[config.mk]
export PLATFORM = sky130hd
export DESIGN_NAME = smf_track_event_parser
export DESIGN_NICKNAME = d
export VERILOG_FILES = /design/src/rtl/smf_pkg.sv /design/src/rtl/smf_track_event_parser.sv /design/src/rtl/smf_parse_core.sv
export SDC_FILE = /design/constraint.sdc
export NUM_CORES = 2
export LEC_CHECK = 0
export ABC_AREA = 1
export BUFFER_PORTS_ARGS = -buffer_cell sky130_fd_sc_hd__buf_2
export CAP_MARGIN = 20
export CORE_MARGIN = 2
export CORE_UTILIZATION = 57
export DETAILED_ROUTE_END_ITERATION = 16
export GPL_ROUTABILITY_DRIVEN = 0
export MAX_ROUTING_LAYER = met4
export PLACE_DENSITY = 0.77
export SETUP_SLACK_MARGIN = 0.3
export SYNTH_ARGS = -nofsm -noshare
export SYNTH_HDL_FRONTEND = slang
export SYNTH_SLANG_ARGS = --single-unit
[constraint.sdc]
create_clock -name clk -period 4.15 [get_ports clk]
set_input_delay 0.2075 -clock clk [delete_from_list [all_inputs] [get_ports clk]]
set_output_delay 0.2075 -clock clk [all_outputs]
set_load 0.01 [all_outputs]
[src/rtl/smf_pkg.sv]
// ----------------------------------------------------------------------------
// smf_pkg
// Shared types and constants for the SMF track event parser.
// ----------------------------------------------------------------------------
package smf_pkg;

  localparam int FifoDepth = 8;
  localparam int FifoPtrW  = $clog2(FifoDepth);
  localparam int FifoCntW  = $clog2(FifoDepth + 1);

  localparam logic [1:0] KIND_CHAN  = 2'd0;
  localparam logic [1:0] KIND_SYSEX = 2'd1;
  localparam logic [1:0] KIND_TEMPO = 2'd2;
  localparam logic [1:0] KIND_EOT   = 2'd3;

  localparam logic [7:0] ST_SYSEX    = 8'hF0;
  localparam logic [7:0] ST_SYSEX_CT = 8'hF7;
  localparam logic [7:0] ST_META     = 8'hFF;
  localparam logic [7:0] ST_PROG     = 8'hC0;
  localparam logic [7:0] ST_PRESS    = 8'hD0;
  localparam logic [7:0] META_TEMPO  = 8'h51;

  typedef enum logic [3:0] {
    PH_DELTA    = 4'd0,
    PH_EVENT    = 4'd1,
    PH_DATA1    = 4'd2,
    PH_DATA2    = 4'd3,
    PH_SYSLEN   = 4'd4,
    PH_SYSDATA  = 4'd5,
    PH_METATYPE = 4'd6,
    PH_METALEN  = 4'd7,
    PH_METADATA = 4'd8,
    PH_DONE     = 4'd9
  } smf_phase_t;

  typedef struct packed {
    logic [7:0] track_byte;
    logic       start_of_track;
    logic       end_of_track;
  } smf_in_t;

  typedef struct packed {
    logic [1:0]  kind;
    logic [31:0] tick_time;
    logic [7:0]  status_byte;
    logic [7:0]  first_data;
    logic [7:0]  second_data;
    logic [1:0]  data_count;
    logic [23:0] tempo_us;
    logic        last_of_run;
  } smf_out_t;

  typedef struct packed {
    logic push0;
    logic push1;
  } smf_push_t;

endpackage

[src/rtl/smf_track_event_parser.sv]
// ----------------------------------------------------------------------------
// smf_track_event_parser
// Parses one SMF track byte per word into channel, sysex, tempo and
// end-of-track events with absolute tick times.
//
//   port group | dir | word type  | handshake
//   in_*       | in  | smf_in_t   | in_valid / in_stall
//   out_*      | out | smf_out_t  | out_valid / out_stall
//   cfg_*      | in  | 1 bit      | cfg_wr_en, no wait
//
// A word is registered, parsed in the next cycle, and its results (up to
// two) enter an 8-entry result queue; one word per cycle is taken while the
// queue has room for two more results beyond what is in flight.
// A word's first result passes the input register, then the result queue;
// a word with a trailing end-of-track result puts two results out in turn.
// rst_n clears the parse state, the queue and sets use_file_tempo.
// ----------------------------------------------------------------------------
module smf_track_event_parser
  import smf_pkg::*;
(
  input  logic     clk,
  input  logic     rst_n,
  input  logic     in_valid,
  output logic     in_stall,
  input  smf_in_t  in_word,
  output logic     out_valid,
  input  logic     out_stall,
  output smf_out_t out_word,
  input  logic     cfg_wr_en,
  input  logic     cfg_wr_data
);

  logic                in_vld_r;
  smf_in_t             in_word_r;
  logic                tempo_en_r;
  smf_push_t           push;
  smf_out_t            res0;
  smf_out_t            res1;
  smf_out_t            q_r [FifoDepth];
  logic [FifoPtrW-1:0] wr_ptr_r, wr_ptr_nxt;
  logic [FifoPtrW-1:0] rd_ptr_r, rd_ptr_nxt;
  logic [FifoCntW-1:0] cnt_r, cnt_nxt;
  logic [FifoCntW:0]   pending;
  logic [1:0]          n_push;
  logic                pop;

  smf_parse_core u_core (
    .clk            (clk),
    .rst_n          (rst_n),
    .item_vld       (in_vld_r),
    .item           (in_word_r),
    .use_file_tempo (tempo_en_r),
    .push           (push),
    .res0           (res0),
    .res1           (res1)
  );

  // hold input while the queue might not fit two more results
  assign pending  = {1'b0, cnt_r} + (in_vld_r ? (FifoCntW+1)'(2) : '0);
  assign in_stall = pending > (FifoCntW+1)'(FifoDepth - 2);

  assign out_valid = (cnt_r != '0);
  assign out_word  = q_r[rd_ptr_r];
  assign pop       = out_valid && !out_stall;

  always_comb begin
    n_push     = {1'b0, push.push0} + {1'b0, push.push1};
    wr_ptr_nxt = wr_ptr_r + FifoPtrW'(n_push);
    rd_ptr_nxt = rd_ptr_r + FifoPtrW'(pop);
    cnt_nxt    = cnt_r + FifoCntW'(n_push) - FifoCntW'(pop);
  end

  always_ff @(posedge clk) begin
    if (!rst_n) begin
      in_vld_r   <= 1'b0;
      tempo_en_r <= 1'b1;
      wr_ptr_r   <= '0;
      rd_ptr_r   <= '0;
      cnt_r      <= '0;
    end else begin
      in_vld_r <= in_valid && !in_stall;
      if (cfg_wr_en) begin
        tempo_en_r <= cfg_wr_data;
      end
      wr_ptr_r <= wr_ptr_nxt;
      rd_ptr_r <= rd_ptr_nxt;
      cnt_r    <= cnt_nxt;
    end
  end

  always_ff @(posedge clk) begin
    if (in_valid && !in_stall) begin
      in_word_r <= in_word;
    end
    if (push.push0) begin
      q_r[wr_ptr_r] <= res0;
    end
    if (push.push1) begin
      q_r[wr_ptr_r + FifoPtrW'(1)] <= res1;
    end
  end

`ifndef SYNTHESIS
  a_cnt_bound: assert property (@(posedge clk) disable iff (!rst_n)
    cnt_r <= FifoCntW'(FifoDepth))
    else $error("result queue overflow");

  a_second_is_eot: assert property (@(posedge clk) disable iff (!rst_n)
    push.push1 |-> (push.push0 && res1.kind == KIND_EOT))
    else $error("second result is not end of track");

  a_push_needs_word: assert property (@(posedge clk) disable iff (!rst_n)
    push.push0 |-> $past(in_valid && !in_stall))
    else $error("result without an accepted word");
`endif

endmodule

[src/rtl/smf_parse_core.sv]
// ----------------------------------------------------------------------------
// smf_parse_core
// Byte parser: delta times, running status, sysex and meta events.
// ----------------------------------------------------------------------------
module smf_parse_core
  import smf_pkg::*;
(
  input  logic       clk,
  input  logic       rst_n,
  input  logic       item_vld,
  input  smf_in_t    item,
  input  logic       use_file_tempo,
  output smf_push_t  push,
  output smf_out_t   res0,
  output smf_out_t   res1
);

  smf_phase_t  phase_r, phase_c, phase_nxt;
  logic [7:0]  rs_r, rs_c, rs_nxt;
  logic [3:0]  rch_r, rch_c, rch_nxt;
  logic [27:0] acc_r, acc_c, acc_nxt;
  logic [31:0] tick_r, tick_c, tick_nxt;
  logic [27:0] rem_r, rem_c, rem_nxt;
  logic [7:0]  held_r, held_c, held_nxt;
  logic [7:0]  mkind_r, mkind_c, mkind_nxt;
  logic [23:0] tshift_r, tshift_c, tshift_nxt;
  logic [1:0]  midx_r, midx_c, midx_nxt;

  logic [7:0]  b;
  logic [27:0] acc_take;
  logic [27:0] rem_dec;
  logic        vl_done;
  logic        one_data;
  logic        byte_vld;
  logic        eot_vld;
  smf_out_t    byte_res;
  smf_out_t    eot_res;

  always_comb begin
    b        = item.track_byte;
    phase_c  = item.start_of_track ? PH_DELTA : phase_r;
    rs_c     = item.start_of_track ? 8'd0 : rs_r;
    rch_c    = item.start_of_track ? 4'd0 : rch_r;
    acc_c    = item.start_of_track ? 28'd0 : acc_r;
    tick_c   = item.start_of_track ? 32'd0 : tick_r;
    rem_c    = item.start_of_track ? 28'd0 : rem_r;
    held_c   = item.start_of_track ? 8'd0 : held_r;
    mkind_c  = item.start_of_track ? 8'd0 : mkind_r;
    tshift_c = item.start_of_track ? 24'd0 : tshift_r;
    midx_c   = item.start_of_track ? 2'd0 : midx_r;

    acc_take = {acc_c[20:0], b[6:0]};
    vl_done  = ~b[7];
    rem_dec  = rem_c - 28'd1;
    one_data = (rs_c == ST_PROG) || (rs_c == ST_PRESS);

    phase_nxt  = phase_c;
    rs_nxt     = rs_c;
    rch_nxt    = rch_c;
    acc_nxt    = acc_c;
    tick_nxt   = tick_c;
    rem_nxt    = rem_c;
    held_nxt   = held_c;
    mkind_nxt  = mkind_c;
    tshift_nxt = tshift_c;
    midx_nxt   = midx_c;

    byte_vld = 1'b0;
    byte_res = '0;

    case (phase_c)
      PH_DELTA: begin
        if (vl_done) begin
          tick_nxt  = tick_c + {4'd0, acc_take};
          acc_nxt   = 28'd0;
          phase_nxt = PH_EVENT;
        end else begin
          acc_nxt = acc_take;
        end
      end
      PH_EVENT: begin
        if (!b[7]) begin
          if (one_data) begin
            byte_vld             = 1'b1;
            byte_res.kind        = KIND_CHAN;
            byte_res.status_byte = rs_c | {4'd0, rch_c};
            byte_res.first_data  = b;
            byte_res.data_count  = 2'd1;
            phase_nxt            = PH_DELTA;
          end else begin
            held_nxt  = b;
            phase_nxt = PH_DATA2;
          end
        end else if (b == ST_SYSEX || b == ST_SYSEX_CT) begin
          rs_nxt    = 8'd0;
          acc_nxt   = 28'd0;
          phase_nxt = PH_SYSLEN;
        end else if (b == ST_META) begin
          rs_nxt    = 8'd0;
          phase_nxt = PH_METATYPE;
        end else begin
          rs_nxt    = {b[7:4], 4'd0};
          rch_nxt   = b[3:0];
          phase_nxt = PH_DATA1;
        end
      end
      PH_DATA1: begin
        if (one_data) begin
          byte_vld             = 1'b1;
          byte_res.kind        = KIND_CHAN;
          byte_res.status_byte = rs_c | {4'd0, rch_c};
          byte_res.first_data  = b;
          byte_res.data_count  = 2'd1;
          phase_nxt            = PH_DELTA;
        end else begin
          held_nxt  = b;
          phase_nxt = PH_DATA2;
        end
      end
      PH_DATA2: begin
        byte_vld             = 1'b1;
        byte_res.kind        = KIND_CHAN;
        byte_res.status_byte = rs_c | {4'd0, rch_c};
        byte_res.first_data  = held_c;
        byte_res.second_data = b;
        byte_res.data_count  = 2'd2;
        phase_nxt            = PH_DELTA;
      end
      PH_SYSLEN: begin
        if (vl_done) begin
          rem_nxt              = acc_take;
          acc_nxt              = 28'd0;
          byte_vld             = 1'b1;
          byte_res.kind        = KIND_SYSEX;
          byte_res.status_byte = ST_SYSEX;
          byte_res.last_of_run = (acc_take == 28'd0);
          phase_nxt            = (acc_take != 28'd0) ? PH_SYSDATA : PH_DELTA;
        end else begin
          acc_nxt = acc_take;
        end
      end
      PH_SYSDATA: begin
        rem_nxt              = rem_dec;
        byte_vld             = 1'b1;
        byte_res.kind        = KIND_SYSEX;
        byte_res.status_byte = b;
        byte_res.last_of_run = (rem_dec == 28'd0);
        if (rem_dec == 28'd0) begin
          phase_nxt = PH_DELTA;
        end
      end
      PH_METATYPE: begin
        mkind_nxt = b;
        acc_nxt   = 28'd0;
        phase_nxt = PH_METALEN;
      end
      PH_METALEN: begin
        if (vl_done) begin
          rem_nxt    = acc_take;
          acc_nxt    = 28'd0;
          midx_nxt   = 2'd0;
          tshift_nxt = 24'd0;
          phase_nxt  = (acc_take != 28'd0) ? PH_METADATA : PH_DELTA;
        end else begin
          acc_nxt = acc_take;
        end
      end
      PH_METADATA: begin
        if (mkind_c == META_TEMPO && midx_c != 2'd3) begin
          tshift_nxt = {tshift_c[15:0], b};
          midx_nxt   = midx_c + 2'd1;
          if (midx_c == 2'd2 && use_file_tempo) begin
            byte_vld          = 1'b1;
            byte_res.kind     = KIND_TEMPO;
            byte_res.tempo_us = {tshift_c[15:0], b};
          end
        end
        rem_nxt = rem_dec;
        if (rem_dec == 28'd0) begin
          phase_nxt = PH_DELTA;
        end
      end
      PH_DONE: begin
        phase_nxt = PH_DONE;
      end
      default: begin
        phase_nxt = PH_DELTA;
      end
    endcase

    eot_vld = item.end_of_track && (phase_c != PH_DONE);
    if (eot_vld) begin
      phase_nxt = PH_DONE;
    end

    byte_res.tick_time = tick_nxt;
    eot_res            = '0;
    eot_res.kind       = KIND_EOT;
    eot_res.tick_time  = tick_nxt;

    push.push0 = item_vld && (byte_vld || eot_vld);
    push.push1 = item_vld && byte_vld && eot_vld;
    res0       = byte_vld ? byte_res : eot_res;
    res1       = eot_res;
  end

  always_ff @(posedge clk) begin
    if (!rst_n) begin
      phase_r  <= PH_DELTA;
      rs_r     <= 8'd0;
      rch_r    <= 4'd0;
      acc_r    <= 28'd0;
      tick_r   <= 32'd0;
      rem_r    <= 28'd0;
      held_r   <= 8'd0;
      mkind_r  <= 8'd0;
      tshift_r <= 24'd0;
      midx_r   <= 2'd0;
    end else if (item_vld) begin
      phase_r  <= phase_nxt;
      rs_r     <= rs_nxt;
      rch_r    <= rch_nxt;
      acc_r    <= acc_nxt;
      tick_r   <= tick_nxt;
      rem_r    <= rem_nxt;
      held_r   <= held_nxt;
      mkind_r  <= mkind_nxt;
      tshift_r <= tshift_nxt;
      midx_r   <= midx_nxt;
    end
  end

endmodule
==> reports/qor.yml <==
outcome:
  outcome: "complete, no violations"
power_and_ir_drop:
  p_sw_share_pct: 34.9
  power_density_nw_per_um2: 565
  share_seq_of_total_power_pct: 38.5
  comb_power_share_pct: 28.1
  clock_power_share_pct: 33.4
  p_leak_nw: 18.1
  p_int_mw: 15.8
  power.switching_mw: 8.44
  ir_drop_mv: 0.438
clocking:
  clk_root_buffer_cell: "clkbuf_16"
  cts-buffers-inserted: 86
  clock_sinks: 833
  cts_max_level: 3
  cts_tree: "built"
  clk_latency_ns: 0.68
  clk_pin_slew_ns: 0.06
  clockBufferDepth: 3
die:
  core_um2: 67200
  start_util_pct: 57.5
  die_w_um: 264
  die-area_um2: 69900
  rows: 95
  die_h_um: 264
  io_pins: 103
placement:
  port_buffers: 102
  dpl_cell_area_um2: 39500
  dpl.cell_count: 5599
  place_hpwl_um: 66500
timing:
  tightest_slew_ns: 1.34
  period_share_pct: 90.5
  fmax_ghz: 0.266
  fin_skew_ns: 0.0394
  maxSlewHeadroom_pct: 10.6
  setup_viol: 0
  hold_violations: 0
  finalCriticalPeriod_ns: 3.75
  drv_slew: 0
  setup_tns_ns: 0
  rsz0062_at_grt: "yes"
worst_setup_path:
  path_class: "reg -> reg"
  critPathMaxStageDelay_ns: 0.53
  worstPathCellList: "nor2_2, nand2_1, nor2_4, inv_2, nor2_2, inv_2, nand2_2, inv_2, nand2_8, nand2_2, nor2_4, nand2_2, nand2_4, inv_12, ha_1, inv_1, ha_1, inv_1, ha_1, inv_1, fa_1, xor2_1, nor2_1"
  r2r_cells: 23
  r2r-start: "in_word_r[1]"
  cp_data_arrival_time_ns: 4.30
  r2r_slack_ns: 0.40
  rr_endpoint: "cnt_r[2]"
  worstPathRequired_ns: 4.70
  crit_path_start_kind: "register"
  worst_setup_path_end_kind: "register"
  cp_slowest_cell: "edfxtp_1"
  crit_fanout: 17
worst_hold_path:
  hold_class: "in -> reg"
  min_path_cells: 5
  hold_end: "rd_ptr_r[0]"
  hp-start: "out_stall"
grt:
  grt_max_degree: 145
  antenna_found_initial: 1
  grt_pass1_wl_um: 179000
  grt_pass1_vias: 32400
  track_usage_pct: 33.0
  grt-ovfl-total: 0
run:
  cap_violations: 0
detailed_routing:
  wirelength_um: 115000
  drt_iter0_drc: 4986
  drc: 0
  via_per_inst: 6.12
  num_vias: 35400
  ant_nets: 0
  firstDrtPassIters: 8
  wl_per_cell_um: 20.0
cells_and_area:
  drive_gt1_share_pct: 8.62
  final_area_um2: 42800
  areaGrowthSynthToFinish_pct: 10.9
  seq_area_um2: 19300
  nets: 4899
  stdcell_count: 5779
  multi_input_area_um2: 15800
  final_util_pct: 63.8
  fill_cells: 5515
synth:
  avgSynthCellArea_um2: 7.95
  ys_seq_area_share_pct: 50.0
  synth_ff_type: "dfxtp_1"
  yosys_warnings: 0
  syn-num-nets: 4923
  synth.distinct_cells: 56
  yosys.area.top_type: "dfxtp_1"
  synth_cells: 4858
  synth.area.top_cells: "dfxtp_1 29%, edfxtp_1 21%, nor2_1 7.4%, nand2_1 6.3%, o21ai_0 6.1%"
  ys_seq_elements: 833
  synth.top_cell.area_share_pct: 29.4
  synth_edf_count: 266
  syn-cell-area_um2: 38600
  async_flop_share_pct: 0
==> final cells by class <==
type	count	area share, %
Sequential cell	833	45.2
Antenna cell	1	0.00584
Timing Repair Buffer	212	3.78
Clock inverter	48	1.37
Multi-Input combinational cell	3175	36.8
Inverter	526	4.73
Tap cell	873	2.55
Clock buffer	111	5.60
==> cells in the mapped netlist (13+ instances only) <==
master	instances
nor2_1	758
nand2_1	650
dfxtp_1	567
inv_1	502
o21ai_0	468
a21oi_1	341
edfxtp_1	266
o22ai_1	239
o21ai_1	225
clkbuf_1	208
a31oi_1	113
nand3_1	110
a221oi_1	49
ha_1	46
buf_6	45
buf_2	41
buf_1	30
xor2_1	18
inv_2	14
nand2_4	14
nand4_1	14
nor3_1	13
o211ai_1	13
==> registers in the layout (all words and copies together) (netlist names) <==
signal,cells
q_r,680
u_core.tick_r,32
u_core.rem_r,28
u_core.acc_r,21
u_core.tshift_r,16
in_word_r,10
u_core.held_r,8
u_core.mkind_r,8
u_core.rs_r,8
cnt_r,4
u_core.phase_r,4
u_core.rch_r,4
rd_ptr_r,3
wr_ptr_r,3
u_core.midx_r,2
in_vld_r,1
tempo_en_r,1
==> stage by stage <==
| step | setup slack (ns) | total power, mW | hold WS (ns) |
|---|---|---|---|
| 6_report | 0.395 | 24.2 | 0.0970 |
| 5_1_grt | 0.206 | 25.2 | 0.133 |
| 4_1_cts | 0.350 | 24.0 | 0.102 |
| 3_5_place_dp | 0.275 | 16.0 | 0.386 |
| 3_3_place_gp | 0.365 | 15.9 | 0.386 |
| 2_1_floorplan | 0.304 | 13.8 | 0.306 |
==> per-layer routing <==
metal	global-route usage, %	share of wire [%]
met1	45.4	42
met2	49.2	44
met3	5.47	11
met4	12.0	3.3
met5	-	0
==> critical path, delay by kind of cell, from the launching register on <==
family | cells | cell delay, ns
AND/OR/NAND/NOR | 11 | 1.30
adder cells (fa/ha/maj) | 4 | 1.12
flip-flops | 1 | 0.53
buffers and inverters | 7 | 0.50
XOR/XNOR | 1 | 0.17
==> power groups by stage <==
stage / Clock [mW] / Combinational (mW) / Sequential (mW)
final: 8.09 / 6.80 / 9.31
after global routing: 8.46 / 7.41 / 9.35
after CTS: 8.12 / 6.61 / 9.29
after detailed placement: 0 / 6.53 / 9.46
after global placement: 0 / 6.45 / 9.44
after floorplan: 0 / 4.53 / 9.29
==> worst max path at each step <==
stage                 start       end  cells past startpoint
2_1_floorplan  in_word_r[1]  cnt_r[2]                     25
4_1_cts        in_word_r[1]  cnt_r[2]                     24
3_3_place_gp   in_word_r[1]  cnt_r[2]                     21
3_5_place_dp   in_word_r[1]  cnt_r[2]                     21
6_report       in_word_r[1]  cnt_r[2]                     23
5_1_grt        in_word_r[1]  cnt_r[2]                     21
==> cells by family (layout without fill, tap and decap cells) <==
family | Yosys count | count (layout) | synth area share (%)
AND/OR/NAND/NOR | 1592 | 1592 | 16.7
AO/OA/AOI/OAI | 1508 | 1508 | 21.7
buffers and inverters | 850 | 897 | 9.35
flip-flops | 833 | 833 | 50.0
adder cells (fa/ha/maj) | 49 | 49 | 1.64
XOR/XNOR | 26 | 26 | 0.589
other | 0 | 1 | 0
==> layout by cell type, fill, tap and decap left out, drive strengths merged, types with 2 or more instances in the layout <==
cell type    Yosys  routed
a221oi          49      49
a21boi           5       5
clkinvlp         0       2
edfxtp         266     266
clkinv           5      39
a311oi           7       7
a21o             5       5
xnor2            8       8
nand3          112     112
a21oi          341     341
o221ai           6       6
xor2            18      18
o21a             6       6
a22oi           12      12
nand4           14      14
o31ai            3       3
bufinv           0       9
ha              46      46
clkbuf         208     113
nor3            14      14
o211ai          13      13
nor2           763     763
or2              4       4
nand2          672     672
nand3b           2       2
o22ai          239     239
buf            116     196
o21bai           2       2
a211oi           5       5
a31oi          113     113
fa               3       3
inv            521     524
o21ai          694     694
dlygate4sd3      0      13
nor4             8       8
a41oi            4       4
dfxtp          567     567
==> timing repair <==
item / in CTS / in global routing
hold endpoints to repair: 12 / 0
setup buffers: 1 / 3
pin swaps: 0 / 1
endpoints found under the setup margin: 2 / 45
resized for setup: 0 / 19
gates cloned: 1 / 2
hold buffers: 13 / 0
No activity file was read; power rests on OpenSTA's default activity.
